File: config.mk
export PLATFORM = sky130hd
export DESIGN_NAME = uart_command_frame_parser_core_flat
export DESIGN_NICKNAME = d
export VERILOG_FILES = /design/src/hdl/ucfp_pkg.sv /design/src/hdl/ucfp_rx_if.sv /design/src/hdl/ucfp_res_if.sv /design/src/hdl/ucfp_cfg_if.sv /design/src/hdl/ucfp_step.sv /design/src/hdl/ucfp_out_queue.sv /design/src/hdl/uart_command_frame_parser_core.sv /design/src/flat_wrapper.sv
export VERILOG_INCLUDE_DIRS = /design/src /design/src/hdl
export SDC_FILE = /design/constraint.sdc
export NUM_CORES = 1
export LEC_CHECK = 0
export BUFFER_PORTS_ARGS = -buffer_cell sky130_fd_sc_hd__buf_2
export CORE_MARGIN = 10
export CORE_UTILIZATION = 45
export DETAILED_ROUTE_END_ITERATION = 16
export SLEW_MARGIN = 20
export SYNTH_ARGS = -nofsm -noshare
export SYNTH_HDL_FRONTEND = slang
export SYNTH_HIERARCHICAL = 1
export SYNTH_SLANG_ARGS = --single-unit
File: constraint.sdc
create_clock -name clk -period 5.22 [get_ports clk]
set_input_delay 1.044 -clock clk [delete_from_list [all_inputs] [get_ports clk]]
set_output_delay 1.044 -clock clk [all_outputs]
set_load 0.01 [all_outputs]
File: src/hdl/uart_command_frame_parser_core_defines.svh
// ----------------------------------------------------------------------------
// UART command frame parser - assertion macros
// Shared concurrent assertion helpers, compiled out for synthesis.
// ----------------------------------------------------------------------------
`ifndef UART_COMMAND_FRAME_PARSER_CORE_DEFINES_SVH
`define UART_COMMAND_FRAME_PARSER_CORE_DEFINES_SVH

`ifndef SYNTHESIS

// same-cycle implication, disabled in reset
`define UCFP_ASSERT_IMPL(label, clk, rst, ante, cons) \
  label: assert property (@(posedge clk) disable iff (rst) (ante) |-> (cons)) \
    else $error("ucfp assertion failed");

// next-cycle implication, disabled in reset
`define UCFP_ASSERT_NEXT(label, clk, rst, ante, cons) \
  label: assert property (@(posedge clk) disable iff (rst) (ante) |=> (cons)) \
    else $error("ucfp assertion failed");

`else

`define UCFP_ASSERT_IMPL(label, clk, rst, ante, cons)
`define UCFP_ASSERT_NEXT(label, clk, rst, ante, cons)

`endif

`endif

File: src/hdl/ucfp_pkg.sv
// ----------------------------------------------------------------------------
// ucfp_pkg
// Types, constants and table functions of the UART command frame parser.
// ----------------------------------------------------------------------------
package ucfp_pkg;

  // field widths
  localparam int ByteW  = 8;
  localparam int ModeW  = 1;
  localparam int KindW  = 2;
  localparam int CmdW   = 4;
  localparam int ArgW   = 6;
  localparam int TickW  = 16;
  localparam int SyncW  = 32;
  localparam int CfgIdxW = 1;
  localparam int CfgDataW = 32;

  // sync word length in characters
  localparam int SyncLength = 4;
  localparam int MatchW = (SyncLength > 1) ? $clog2(SyncLength) : 1;
  localparam int SyncChars = SyncW / ByteW;

  // special bytes and limits
  localparam logic [ByteW-1:0] EscapeByte = 8'd69;
  localparam logic [ByteW-1:0] MaxCommand = 8'd10;
  localparam logic [ByteW-1:0] LowerA     = 8'd97;
  localparam logic [ByteW-1:0] LowerZ     = 8'd122;
  localparam logic [ByteW-1:0] CaseOffset = 8'd32;

  // reset values of the registers
  localparam logic [SyncW-1:0] SyncWordReset = 32'h4E4F_4445;
  localparam logic [TickW-1:0] TimeoutReset  = 16'd1000;

  // register indexes
  localparam logic [CfgIdxW-1:0] RegSyncWord = 1'd0;
  localparam logic [CfgIdxW-1:0] RegTimeout  = 1'd1;

  // input mode codes
  localparam logic [ModeW-1:0] ModeByte = 1'b0;
  localparam logic [ModeW-1:0] ModeTick = 1'b1;

  typedef enum logic [2:0] {
    PH_IDLE,
    PH_SYNC,
    PH_CMD,
    PH_ESC,
    PH_ARGS
  } phase_t;

  typedef enum logic [KindW-1:0] {
    KIND_ARG     = 2'd0,
    KIND_NOARGS  = 2'd1,
    KIND_TIMEOUT = 2'd2,
    KIND_UNKNOWN = 2'd3
  } kind_t;

  typedef struct packed {
    kind_t             kind;
    logic [CmdW-1:0]   command;
    logic [ArgW-1:0]   arg_index;
    logic [ByteW-1:0]  arg_byte;
    logic              last;
  } result_t;

  // argument byte count per command code
  function automatic logic [ArgW-1:0] arg_count(logic [CmdW-1:0] code);
    logic [ArgW-1:0] n;
    case (code)
      4'd0:    n = 6'd1;
      4'd1:    n = 6'd6;
      4'd2:    n = 6'd6;
      4'd3:    n = 6'd45;
      4'd7:    n = 6'd8;
      4'd8:    n = 6'd3;
      4'd9:    n = 6'd1;
      default: n = 6'd0;
    endcase
    return n;
  endfunction

  // sync character at position idx; first character in the top byte
  function automatic logic [ByteW-1:0] sync_char(logic [SyncW-1:0] word,
                                                 logic [MatchW-1:0] idx);
    int pos;
    logic [ByteW-1:0] ch;
    pos = SyncLength - 1 - int'(idx);
    ch = '0;
    for (int p = 0; p < SyncChars; p++) begin
      if (pos == p) begin
        ch = word[ByteW*p +: ByteW];
      end
    end
    return ch;
  endfunction

endpackage

File: src/hdl/ucfp_rx_if.sv
// ----------------------------------------------------------------------------
// ucfp_rx_if
// Input channel: received byte or timer tick, valid/ready.
// ----------------------------------------------------------------------------
interface ucfp_rx_if;
  import ucfp_pkg::*;

  logic             valid;
  logic             ready;
  logic [ModeW-1:0] mode;
  logic [ByteW-1:0] rx_byte;

  modport source (output valid, output mode, output rx_byte, input ready);
  modport sink   (input valid, input mode, input rx_byte, output ready);
endinterface

File: src/hdl/ucfp_res_if.sv
// ----------------------------------------------------------------------------
// ucfp_res_if
// Result channel: one parsed frame event per beat, valid/ready.
// ----------------------------------------------------------------------------
interface ucfp_res_if;
  import ucfp_pkg::*;

  logic             valid;
  logic             ready;
  logic [KindW-1:0] kind;
  logic [CmdW-1:0]  command;
  logic [ArgW-1:0]  arg_index;
  logic [ByteW-1:0] arg_byte;
  logic             last;

  modport source (output valid, output kind, output command, output arg_index,
                  output arg_byte, output last, input ready);
  modport sink   (input valid, input kind, input command, input arg_index,
                  input arg_byte, input last, output ready);
endinterface

File: src/hdl/ucfp_cfg_if.sv
// ----------------------------------------------------------------------------
// ucfp_cfg_if
// Configuration write channel: register index and data, valid/ready.
// ----------------------------------------------------------------------------
interface ucfp_cfg_if;
  import ucfp_pkg::*;

  logic                valid;
  logic                ready;
  logic [CfgIdxW-1:0]  index;
  logic [CfgDataW-1:0] data;

  modport source (output valid, output index, output data, input ready);
  modport sink   (input valid, input index, input data, output ready);
endinterface

File: src/hdl/ucfp_step.sv
// ----------------------------------------------------------------------------
// ucfp_step
// Frame state machine: one registered item in, state update and at most
// one result out per fire.
// ----------------------------------------------------------------------------
`include "uart_command_frame_parser_core_defines.svh"

module ucfp_step (
  input  logic                         clk,
  input  logic                         rst,
  input  logic                         fire,
  input  logic [ucfp_pkg::ModeW-1:0]   mode,
  input  logic [ucfp_pkg::ByteW-1:0]   rx_byte,
  input  logic [ucfp_pkg::SyncW-1:0]   sync_word,
  input  logic [ucfp_pkg::TickW-1:0]   timeout_ticks,
  output logic                         res_valid,
  output ucfp_pkg::result_t            res
);
  import ucfp_pkg::*;

  phase_t            phase, phase_next;
  logic [MatchW-1:0] match_count, match_count_next;
  logic [CmdW-1:0]   current_command, current_command_next;
  logic [ArgW-1:0]   args_remaining, args_remaining_next;
  logic [ArgW-1:0]   next_arg_index, next_arg_index_next;
  logic [TickW-1:0]  ticks_left, ticks_left_next;

  phase_t            phase_eff;
  logic [MatchW-1:0] match_eff;
  logic [ByteW-1:0]  upper;
  logic              sync_hit;
  logic              sync_done;
  logic [ArgW-1:0]   code_args;
  logic              code_unknown;
  logic              code_noargs;
  logic              args_last;
  logic              tick_expire;

  // shared decode
  always_comb begin
    phase_eff    = (phase == PH_IDLE) ? PH_SYNC : phase;
    match_eff    = (phase == PH_IDLE) ? '0 : match_count;
    upper        = (rx_byte >= LowerA && rx_byte <= LowerZ) ? rx_byte - CaseOffset
                                                            : rx_byte;
    sync_hit     = (upper == sync_char(sync_word, match_eff));
    sync_done    = sync_hit && (match_eff == MatchW'(SyncLength - 1));
    code_args    = arg_count(rx_byte[CmdW-1:0]);
    code_unknown = (rx_byte > MaxCommand);
    code_noargs  = !code_unknown && (code_args == '0);
    args_last    = (args_remaining <= ArgW'(1));
    tick_expire  = (phase != PH_IDLE) && (ticks_left <= TickW'(1));
  end

  // next phase
  always_comb begin
    phase_next = phase;
    if (fire) begin
      if (mode == ModeTick) begin
        if (tick_expire) begin
          phase_next = PH_IDLE;
        end
      end else begin
        case (phase_eff)
          PH_SYNC: begin
            phase_next = sync_done ? PH_CMD : PH_SYNC;
          end
          PH_CMD: begin
            if (rx_byte == EscapeByte) begin
              phase_next = PH_ESC;
            end else begin
              phase_next = (code_unknown || code_noargs) ? PH_IDLE : PH_ARGS;
            end
          end
          PH_ESC: begin
            phase_next = (code_unknown || code_noargs) ? PH_IDLE : PH_ARGS;
          end
          PH_ARGS: begin
            phase_next = args_last ? PH_IDLE : PH_ARGS;
          end
          default: begin
            phase_next = PH_IDLE;
          end
        endcase
      end
    end
  end

  // counters and result
  always_comb begin
    match_count_next     = match_count;
    current_command_next = current_command;
    args_remaining_next  = args_remaining;
    next_arg_index_next  = next_arg_index;
    ticks_left_next      = ticks_left;
    res_valid            = 1'b0;
    res                  = '0;
    if (fire) begin
      if (mode == ModeTick) begin
        if (tick_expire) begin
          match_count_next     = '0;
          current_command_next = '0;
          args_remaining_next  = '0;
          next_arg_index_next  = '0;
          ticks_left_next      = '0;
          res_valid            = 1'b1;
          res.kind             = KIND_TIMEOUT;
          res.last             = 1'b1;
        end else if (phase != PH_IDLE) begin
          ticks_left_next = ticks_left - TickW'(1);
        end
      end else begin
        // first byte of a frame opens the timeout window
        if (phase == PH_IDLE) begin
          ticks_left_next = timeout_ticks;
        end
        match_count_next = match_eff;
        case (phase_eff)
          PH_SYNC: begin
            if (sync_hit && !sync_done) begin
              match_count_next = match_eff + MatchW'(1);
            end else begin
              match_count_next = '0;
            end
          end
          PH_CMD, PH_ESC: begin
            if (phase_eff == PH_CMD && rx_byte == EscapeByte) begin
              // wait for the escaped command byte
            end else if (code_unknown) begin
              current_command_next = '0;
              args_remaining_next  = '0;
              next_arg_index_next  = '0;
              ticks_left_next      = '0;
              res_valid            = 1'b1;
              res.kind             = KIND_UNKNOWN;
              res.last             = 1'b1;
            end else if (code_noargs) begin
              current_command_next = '0;
              args_remaining_next  = '0;
              next_arg_index_next  = '0;
              ticks_left_next      = '0;
              res_valid            = 1'b1;
              res.kind             = KIND_NOARGS;
              res.command          = rx_byte[CmdW-1:0];
              res.last             = 1'b1;
            end else begin
              current_command_next = rx_byte[CmdW-1:0];
              args_remaining_next  = code_args;
              next_arg_index_next  = '0;
            end
          end
          PH_ARGS: begin
            res_valid     = 1'b1;
            res.kind      = KIND_ARG;
            res.command   = current_command;
            res.arg_index = next_arg_index;
            res.arg_byte  = rx_byte;
            res.last      = args_last;
            if (args_last) begin
              match_count_next     = '0;
              current_command_next = '0;
              args_remaining_next  = '0;
              next_arg_index_next  = '0;
              ticks_left_next      = '0;
            end else begin
              args_remaining_next = args_remaining - ArgW'(1);
              next_arg_index_next = next_arg_index + ArgW'(1);
            end
          end
          default: begin
            match_count_next     = '0;
            current_command_next = '0;
            args_remaining_next  = '0;
            next_arg_index_next  = '0;
            ticks_left_next      = '0;
          end
        endcase
      end
    end
  end

  // state registers
  always_ff @(posedge clk) begin
    if (rst) begin
      phase           <= PH_IDLE;
      match_count     <= '0;
      current_command <= '0;
      args_remaining  <= '0;
      next_arg_index  <= '0;
      ticks_left      <= '0;
    end else begin
      phase           <= phase_next;
      match_count     <= match_count_next;
      current_command <= current_command_next;
      args_remaining  <= args_remaining_next;
      next_arg_index  <= next_arg_index_next;
      ticks_left      <= ticks_left_next;
    end
  end

  // checks
  `UCFP_ASSERT_IMPL(a_args_pending, clk, rst, phase == PH_ARGS, args_remaining != '0)
  `UCFP_ASSERT_IMPL(a_idle_clear, clk, rst, phase == PH_IDLE, ticks_left == '0 && match_count == '0)
  `UCFP_ASSERT_NEXT(a_last_idle, clk, rst, res_valid && res.last, phase == PH_IDLE)

endmodule

File: src/hdl/ucfp_out_queue.sv
// ----------------------------------------------------------------------------
// ucfp_out_queue
// Two-entry result queue between the frame logic and the result channel.
// ----------------------------------------------------------------------------
`include "uart_command_frame_parser_core_defines.svh"

module ucfp_out_queue (
  input  logic               clk,
  input  logic               rst,
  input  logic               push,
  input  ucfp_pkg::result_t  push_data,
  input  logic               pop,
  output logic               full,
  output logic               head_valid,
  output ucfp_pkg::result_t  head
);
  import ucfp_pkg::*;

  result_t    entry [2];
  logic       wr_ptr;
  logic       rd_ptr;
  logic [1:0] count;
  logic [1:0] count_next;

  assign full       = (count == 2'd2);
  assign head_valid = (count != 2'd0);
  assign head       = entry[rd_ptr];

  // occupancy
  always_comb begin
    count_next = count;
    case ({push, pop})
      2'b10:   count_next = count + 2'd1;
      2'b01:   count_next = count - 2'd1;
      default: count_next = count;
    endcase
  end

  // pointers and count
  always_ff @(posedge clk) begin
    if (rst) begin
      wr_ptr <= 1'b0;
      rd_ptr <= 1'b0;
      count  <= '0;
    end else begin
      if (push) begin
        wr_ptr <= !wr_ptr;
      end
      if (pop) begin
        rd_ptr <= !rd_ptr;
      end
      count <= count_next;
    end
  end

  // payload storage
  always_ff @(posedge clk) begin
    if (push) begin
      entry[wr_ptr] <= push_data;
    end
  end

  // checks
  `UCFP_ASSERT_IMPL(a_no_overflow, clk, rst, push, !full)
  `UCFP_ASSERT_IMPL(a_no_underflow, clk, rst, pop, head_valid)

endmodule

File: src/hdl/uart_command_frame_parser_core.sv
// ----------------------------------------------------------------------------
// uart_command_frame_parser_core
// Parses sync word, command byte and argument bytes out of a UART byte
// stream with a per-frame timeout counted in timer ticks.
// ----------------------------------------------------------------------------
//  channel  dir  beat contents
//  rx_item  in   mode (byte/tick), rx_byte
//  result   out  kind, command, arg_index, arg_byte, last
//  cfg      in   index (0 sync_word, 1 timeout_ticks), data
//
//  One item per cycle while the result queue is not full; an item's result
//  is staged through the input register, then the result queue.
//  The input register advances whenever the two-entry result queue has a
//  free slot, so items keep flowing while one result waits downstream.
//  Reset returns the parser to idle and the registers to their defaults.
//  Config writes are always accepted and written at the edge that takes them.
// ----------------------------------------------------------------------------
module uart_command_frame_parser_core (
  input  logic        clk,
  input  logic        rst,
  ucfp_rx_if.sink     rx_item,
  ucfp_res_if.source  result,
  ucfp_cfg_if.sink    cfg
);
  import ucfp_pkg::*;

  logic             rx_q_valid;
  logic [ModeW-1:0] rx_q_mode;
  logic [ByteW-1:0] rx_q_byte;
  logic             step_fire;
  logic             q_full;
  logic             res_valid;
  result_t          res;
  logic             head_valid;
  result_t          head;
  logic             pop;

  logic [SyncW-1:0] sync_word;
  logic [TickW-1:0] timeout_ticks;

  // configuration registers
  assign cfg.ready = 1'b1;

  always_ff @(posedge clk) begin
    if (rst) begin
      sync_word     <= SyncWordReset;
      timeout_ticks <= TimeoutReset;
    end else if (cfg.valid) begin
      case (cfg.index)
        RegSyncWord: sync_word     <= cfg.data[SyncW-1:0];
        RegTimeout:  timeout_ticks <= cfg.data[TickW-1:0];
        default:     sync_word     <= sync_word;
      endcase
    end
  end

  // input register
  assign step_fire     = rx_q_valid && !q_full;
  assign rx_item.ready = !rx_q_valid || step_fire;

  always_ff @(posedge clk) begin
    if (rst) begin
      rx_q_valid <= 1'b0;
    end else if (rx_item.ready) begin
      rx_q_valid <= rx_item.valid;
    end
  end

  always_ff @(posedge clk) begin
    if (rx_item.valid && rx_item.ready) begin
      rx_q_mode <= rx_item.mode;
      rx_q_byte <= rx_item.rx_byte;
    end
  end

  // frame logic
  ucfp_step u_step (
    .clk           (clk),
    .rst           (rst),
    .fire          (step_fire),
    .mode          (rx_q_mode),
    .rx_byte       (rx_q_byte),
    .sync_word     (sync_word),
    .timeout_ticks (timeout_ticks),
    .res_valid     (res_valid),
    .res           (res)
  );

  // result queue
  assign pop = head_valid && result.ready;

  ucfp_out_queue u_out_queue (
    .clk        (clk),
    .rst        (rst),
    .push       (step_fire && res_valid),
    .push_data  (res),
    .pop        (pop),
    .full       (q_full),
    .head_valid (head_valid),
    .head       (head)
  );

  assign result.valid     = head_valid;
  assign result.kind      = head.kind;
  assign result.command   = head.command;
  assign result.arg_index = head.arg_index;
  assign result.arg_byte  = head.arg_byte;
  assign result.last      = head.last;

endmodule

File: src/flat_wrapper.sv
// flat-port wrapper written by rule: the top's interface ports become plain ports
module uart_command_frame_parser_core_flat import ucfp_pkg::*;
  (clk, rst, rx_item_valid, rx_item_mode, rx_item_rx_byte, rx_item_ready, result_valid, result_kind, result_command, result_arg_index, result_arg_byte, result_last, result_ready, cfg_valid, cfg_index, cfg_data, cfg_ready);
  ucfp_rx_if rx_item_i ();
  ucfp_res_if result_i ();
  ucfp_cfg_if cfg_i ();
  input  logic clk;
  input  logic rst;
  input wire logic [$bits(rx_item_i.valid)-1:0] rx_item_valid;
  input wire logic [$bits(rx_item_i.mode)-1:0] rx_item_mode;
  input wire logic [$bits(rx_item_i.rx_byte)-1:0] rx_item_rx_byte;
  output wire logic [$bits(rx_item_i.ready)-1:0] rx_item_ready;
  output wire logic [$bits(result_i.valid)-1:0] result_valid;
  output wire logic [$bits(result_i.kind)-1:0] result_kind;
  output wire logic [$bits(result_i.command)-1:0] result_command;
  output wire logic [$bits(result_i.arg_index)-1:0] result_arg_index;
  output wire logic [$bits(result_i.arg_byte)-1:0] result_arg_byte;
  output wire logic [$bits(result_i.last)-1:0] result_last;
  input wire logic [$bits(result_i.ready)-1:0] result_ready;
  input wire logic [$bits(cfg_i.valid)-1:0] cfg_valid;
  input wire logic [$bits(cfg_i.index)-1:0] cfg_index;
  input wire logic [$bits(cfg_i.data)-1:0] cfg_data;
  output wire logic [$bits(cfg_i.ready)-1:0] cfg_ready;
  assign rx_item_i.valid = rx_item_valid;
  assign rx_item_i.mode = rx_item_mode;
  assign rx_item_i.rx_byte = rx_item_rx_byte;
  assign rx_item_ready = rx_item_i.ready;
  assign result_valid = result_i.valid;
  assign result_kind = result_i.kind;
  assign result_command = result_i.command;
  assign result_arg_index = result_i.arg_index;
  assign result_arg_byte = result_i.arg_byte;
  assign result_last = result_i.last;
  assign result_i.ready = result_ready;
  assign cfg_i.valid = cfg_valid;
  assign cfg_i.index = cfg_index;
  assign cfg_i.data = cfg_data;
  assign cfg_ready = cfg_i.ready;
  uart_command_frame_parser_core u_core (.clk(clk), .rst(rst), .rx_item(rx_item_i), .result(result_i), .cfg(cfg_i));
endmodule
==> results <==
- The worst register-to-register path has a depth of 8.
- For hold timing, the worst endpoint is u_core/u_step/current_command[3].
- The startpoint of the lowest-slack register-to-register path is u_core/u_step/phase[2].
- The number of sinks on the clock net is 142.
- Yosys printed 6 warnings.
- Sequential cells were found to cover 46.25% of the synthesized design area.
- The row count is 46.
- The average wire per cell in the routed design is 16.84 um.
- The cell count after synthesis is 761.
- Each instance of the synthesized netlist takes up on average 9.528 um^2.
- The largest total area in the synthesized netlist belongs to sky130_fd_sc_hd__dfxtp_1.
- The run finished with clean final reports.
- The net count of the mapped netlist is 820.
- The minimum clock period after layout is 3.595 ns.
- The number of post-CTS setup repair buffers is 0.
- The number of buffers created by CTS is 17.
- For this run, asynchronously set or reset flops after synthesis account for 0%.
- Setup repair after global routing left no endpoint under its margin.
- The synthesis-to-finish area growth is 14.13%.
- The final layout contains routed wiring with a total length of 17,410 um.
- The static power due to leakage is 0.003106 uW.
- The final design utilization is 52.28%.
- The power per cell area is 321.3 nW/um^2.
- The count of endpoints failing hold in the final timing report is 0.
- From left edge to right edge, the die measures 146.9 um.
- The initial antenna violation count is 0.
- The total via count after detailed routing is 5,745.
- The number of gates resized after CTS was 0.
- The transition at the pin with the smallest max-transition slack is 1.003 ns.
- The first global-routing pass estimated 28,590 um of wire.
- The worst hold path cell count is 2.
- In this run the register-to-register setup slack is 1.63 ns.
- The worst path arrival time is 3.64 ns.
- The number of enable flip-flop cells after synthesis is 51.
- After clock tree synthesis, the clock-pin slew on the worst setup and hold paths is 0.06 ns.
- After floorplanning, the core was sized to cover 15,830 um^2.
- The clock passes through at most 2 buffers.
- For this run, the detailed router's first-pass iteration total came to 6.
- The maximum fanout along the worst path is 22.
- Across the routed clock network, the largest skew measured is 0.01402 ns.
- The worst hold path begins at u_core/u_step/current_command[3].
- The fraction of final layout cells sized beyond drive strength 1 is 17.60%.
- Walking the worst path, the cells encountered are nor3_2, buf_4, nor4_1, a31o_2, nand2_4, a21oi_1, and2_1, and2_1.
- In this run the tightest slew margin relative to its limit is 33.12%.
- The post-layout worst setup margin is 1.625 ns.
- The detail-routed via count per cell is 5.556.
- The slowest stage of the critical path belongs to the cell sky130_fd_sc_hd__and2_1.
- After synthesis, the cell types taking the most area are sky130_fd_sc_hd__dfxtp_1, sky130_fd_sc_hd__edfxtp_1, sky130_fd_sc_hd__nor2_1, sky130_fd_sc_hd__mux2i_1, sky130_fd_sc_hd__nand2_1.
- By instance count, the leading cell after synthesis is sky130_fd_sc_hd__dfxtp_1.
- Global routing used 16.00% of the available tracks.
- The die height is 146.9 um.
- The critical path start-end classification is register to register.
- The die area is 21,590 um^2.
- The number of routed nets with antenna violations is 0.
- Entering global routing, the biggest net connects 67 pins.
- The TritonCTS clock tree is yes.
- The later pin in the worst-skew pair is clocked with a latency of 0.43 ns.
- CTS built an H-tree with a depth of 4.
- The endpoint of the worst-slack reg-to-reg timing path is u_core/u_out_queue/entry[1][16].
- In this run the clock root is driven by a sky130_fd_sc_hd__clkbuf_16.
- The largest stage delay on the critical path is 0.77 ns.
- The most numerous cell type found on the critical path is sky130_fd_sc_hd__and2_1.
- The via count of the first global-routing pass came to 5,728.
- The worst setup path is launched from a register.
- For this run, the top clock speed supported by timing is 0.2782 GHz.
- The required time of the worst setup path is 5.26 ns.
- The count of buffers inserted at the top-level ports is 69.
- In this run, the number of DRC markers left after iteration 0 of detailed routing was 395.
- The distinct cell type count of the synthesized netlist is 69.
- The total congestion overflow is 0.
- The congestion estimate from routability-driven global placement came to 0.8822.
- The cell area after synthesis is 7251 um^2.
- The max-slew violation total from the final report was 0.
- OpenSTA, run right after detailed placement, puts the worst setup slack at 1.668 ns.
- The count of nets after finishing is 864.
- The HPWL after detailed placement is 12,200 um.
- The count of endpoints failing setup in the final report is 0.
- The starting density of the core is 45.81%.
- The synthesized flop and latch total is 142.
- The share of the synthesized area in the top cell type is 25.13%.
- The repair_antennas step left the layout with diodes totalling 0.
- The number of hold buffers added after CTS was 0.
- The number of maximum-capacitance constraint violations is 0.
- The worst-case vdd ir drop is 217.9 uV.
- For the final routed database, the setup TNS stands at 0 ns.
- The element type at the critical path end is a register.
- The total I/O pin count is 71.
- Of the available clock period, the critical path in the final layout requires 68.87%.
- The worst hold path class is register to register.
- The most frequently used flop master after synthesis is sky130_fd_sc_hd__dfxtp_1.
- After synthesis, the most frequently instantiated cells are sky130_fd_sc_hd__dfxtp_1, sky130_fd_sc_hd__nor2_1, sky130_fd_sc_hd__nand2_1, sky130_fd_sc_hd__edfxtp_1, sky130_fd_sc_hd__a21oi_1.
- After detailed routing, the number of remaining DRC violations is 0.
[cells by family (layout without fill, tap and decap cells)]
group | after synthesis | count (layout) | synth area share [%]
fa+ha+maj | 12 | 12 | 2.071
simple gates | 319 | 319 | 23.93
buf+inv | 64 | 121 | 4.038
other cells | 1 | 1 | 0.05172
compound gates | 147 | 147 | 13.27
mux | 49 | 49 | 7.127
xor+xnor | 27 | 27 | 3.261
flops | 142 | 142 | 46.25
[layer usage]
metal  share of wire, %  track usage (%)  wire length [um]
met5                  0                0                 0
met4                2.2            6.888               376
met3                5.1            4.269               893
met2                 46            24.91              8061
met1                 46            20.51              8080
[critical path: cells and delay by family, from the launching register on]
family	cells	cell delay, ns
AOI/OAI and AO/OA	2	0.64
and+or+nand+nor	5	1.78
buffers and inverters	1	0.21
DFF	1	0.55
[layout make-up]
type	instances	area, um^2
Fill cell	1476	7552
Timing Repair Buffer	74	395.4
Sequential cell	142	3353
Multi-Input combinational cell	555	3612
Tap cell	216	270.3
Clock buffer	17	425.4
Clock inverter	15	162.7
Inverter	15	56.30
[power breakdown]
group	switching, uW	leakage [uW]	internal (uW)
clock	486	0.000282	709
combinational	141	0.00161	105
sequential	42.8	0.00121	1180
[worst max-delay path by stage]
| stage | start | end | slack [ns] | cells past startpoint |
|---|---|---|---|---|
| floorplan | u_core/u_step/ticks_left[4] | u_core/u_out_queue/entry[0][0] | 2.05 | 9 |
| global placement | u_core/u_step/phase[1] | u_core/u_out_queue/entry[1][10] | 1.80 | 8 |
| detailed placement | u_core/u_step/phase[2] | u_core/u_out_queue/entry[1][11] | 1.67 | 8 |
| CTS | u_core/u_step/phase[2] | u_core/u_out_queue/entry[1][17] | 1.63 | 8 |
| global route | u_core/u_step/phase[2] | u_core/u_out_queue/entry[1][16] | 1.28 | 8 |
| finish | u_core/u_step/phase[2] | u_core/u_out_queue/entry[1][16] | 1.63 | 8 |
[stage by stage]
step                      area, um^2  hold slack [ns]  instances  total power [uW]
final                           8275           0.4568       1034              2659
after global routing            8275           0.4806       1034              2766
after CTS                       8275           0.4569       1034              2684
after detailed placement        7687           0.4451       1002              1485
after global placement          7687           0.4414       1002              1480
after floorplan                 7251           0.4167        761              1415
[flip-flops by register name (all words and copies together), names as in the netlist, named ones only]
signal and count:
u_core/u_out_queue/wr_ptr 1, u_core/u_step/match_count 2, u_core/rx_q_valid 1, u_core/u_step/phase 3, u_core/u_out_queue/entry 42, u_core/rx_q_mode 1, u_core/u_step/next_arg_index 6, u_core/u_out_queue/count 2
u_core/u_out_queue/rd_ptr 1, u_core/u_step/ticks_left 16, u_core/sync_word 32, u_core/u_step/current_command 4, u_core/rx_q_byte 8, u_core/timeout_ticks 16, u_core/u_step/args_remaining 6
[placed cells by master (no fill, tap or decap), drive strengths merged, types with 9 or more instances in the layout]
| master | count |
|---|---|
| dfxtp | 91 |
| nor2 | 79 |
| nand2 | 75 |
| buf | 74 |
| edfxtp | 51 |
| o21ai | 40 |
| a21oi | 38 |
| nand2b | 36 |
| mux2i | 28 |
| mux2 | 21 |
| nor3 | 19 |
| inv | 19 |
| nand3 | 18 |
| and3 | 18 |
| xnor2 | 18 |
| clkbuf | 17 |
| ha | 12 |
| nor4 | 11 |
| nand4bb | 9 |
| xor2 | 9 |
| nand4 | 9 |
| nor2b | 9 |
No activity file was read; power rests on OpenSTA's default activity.
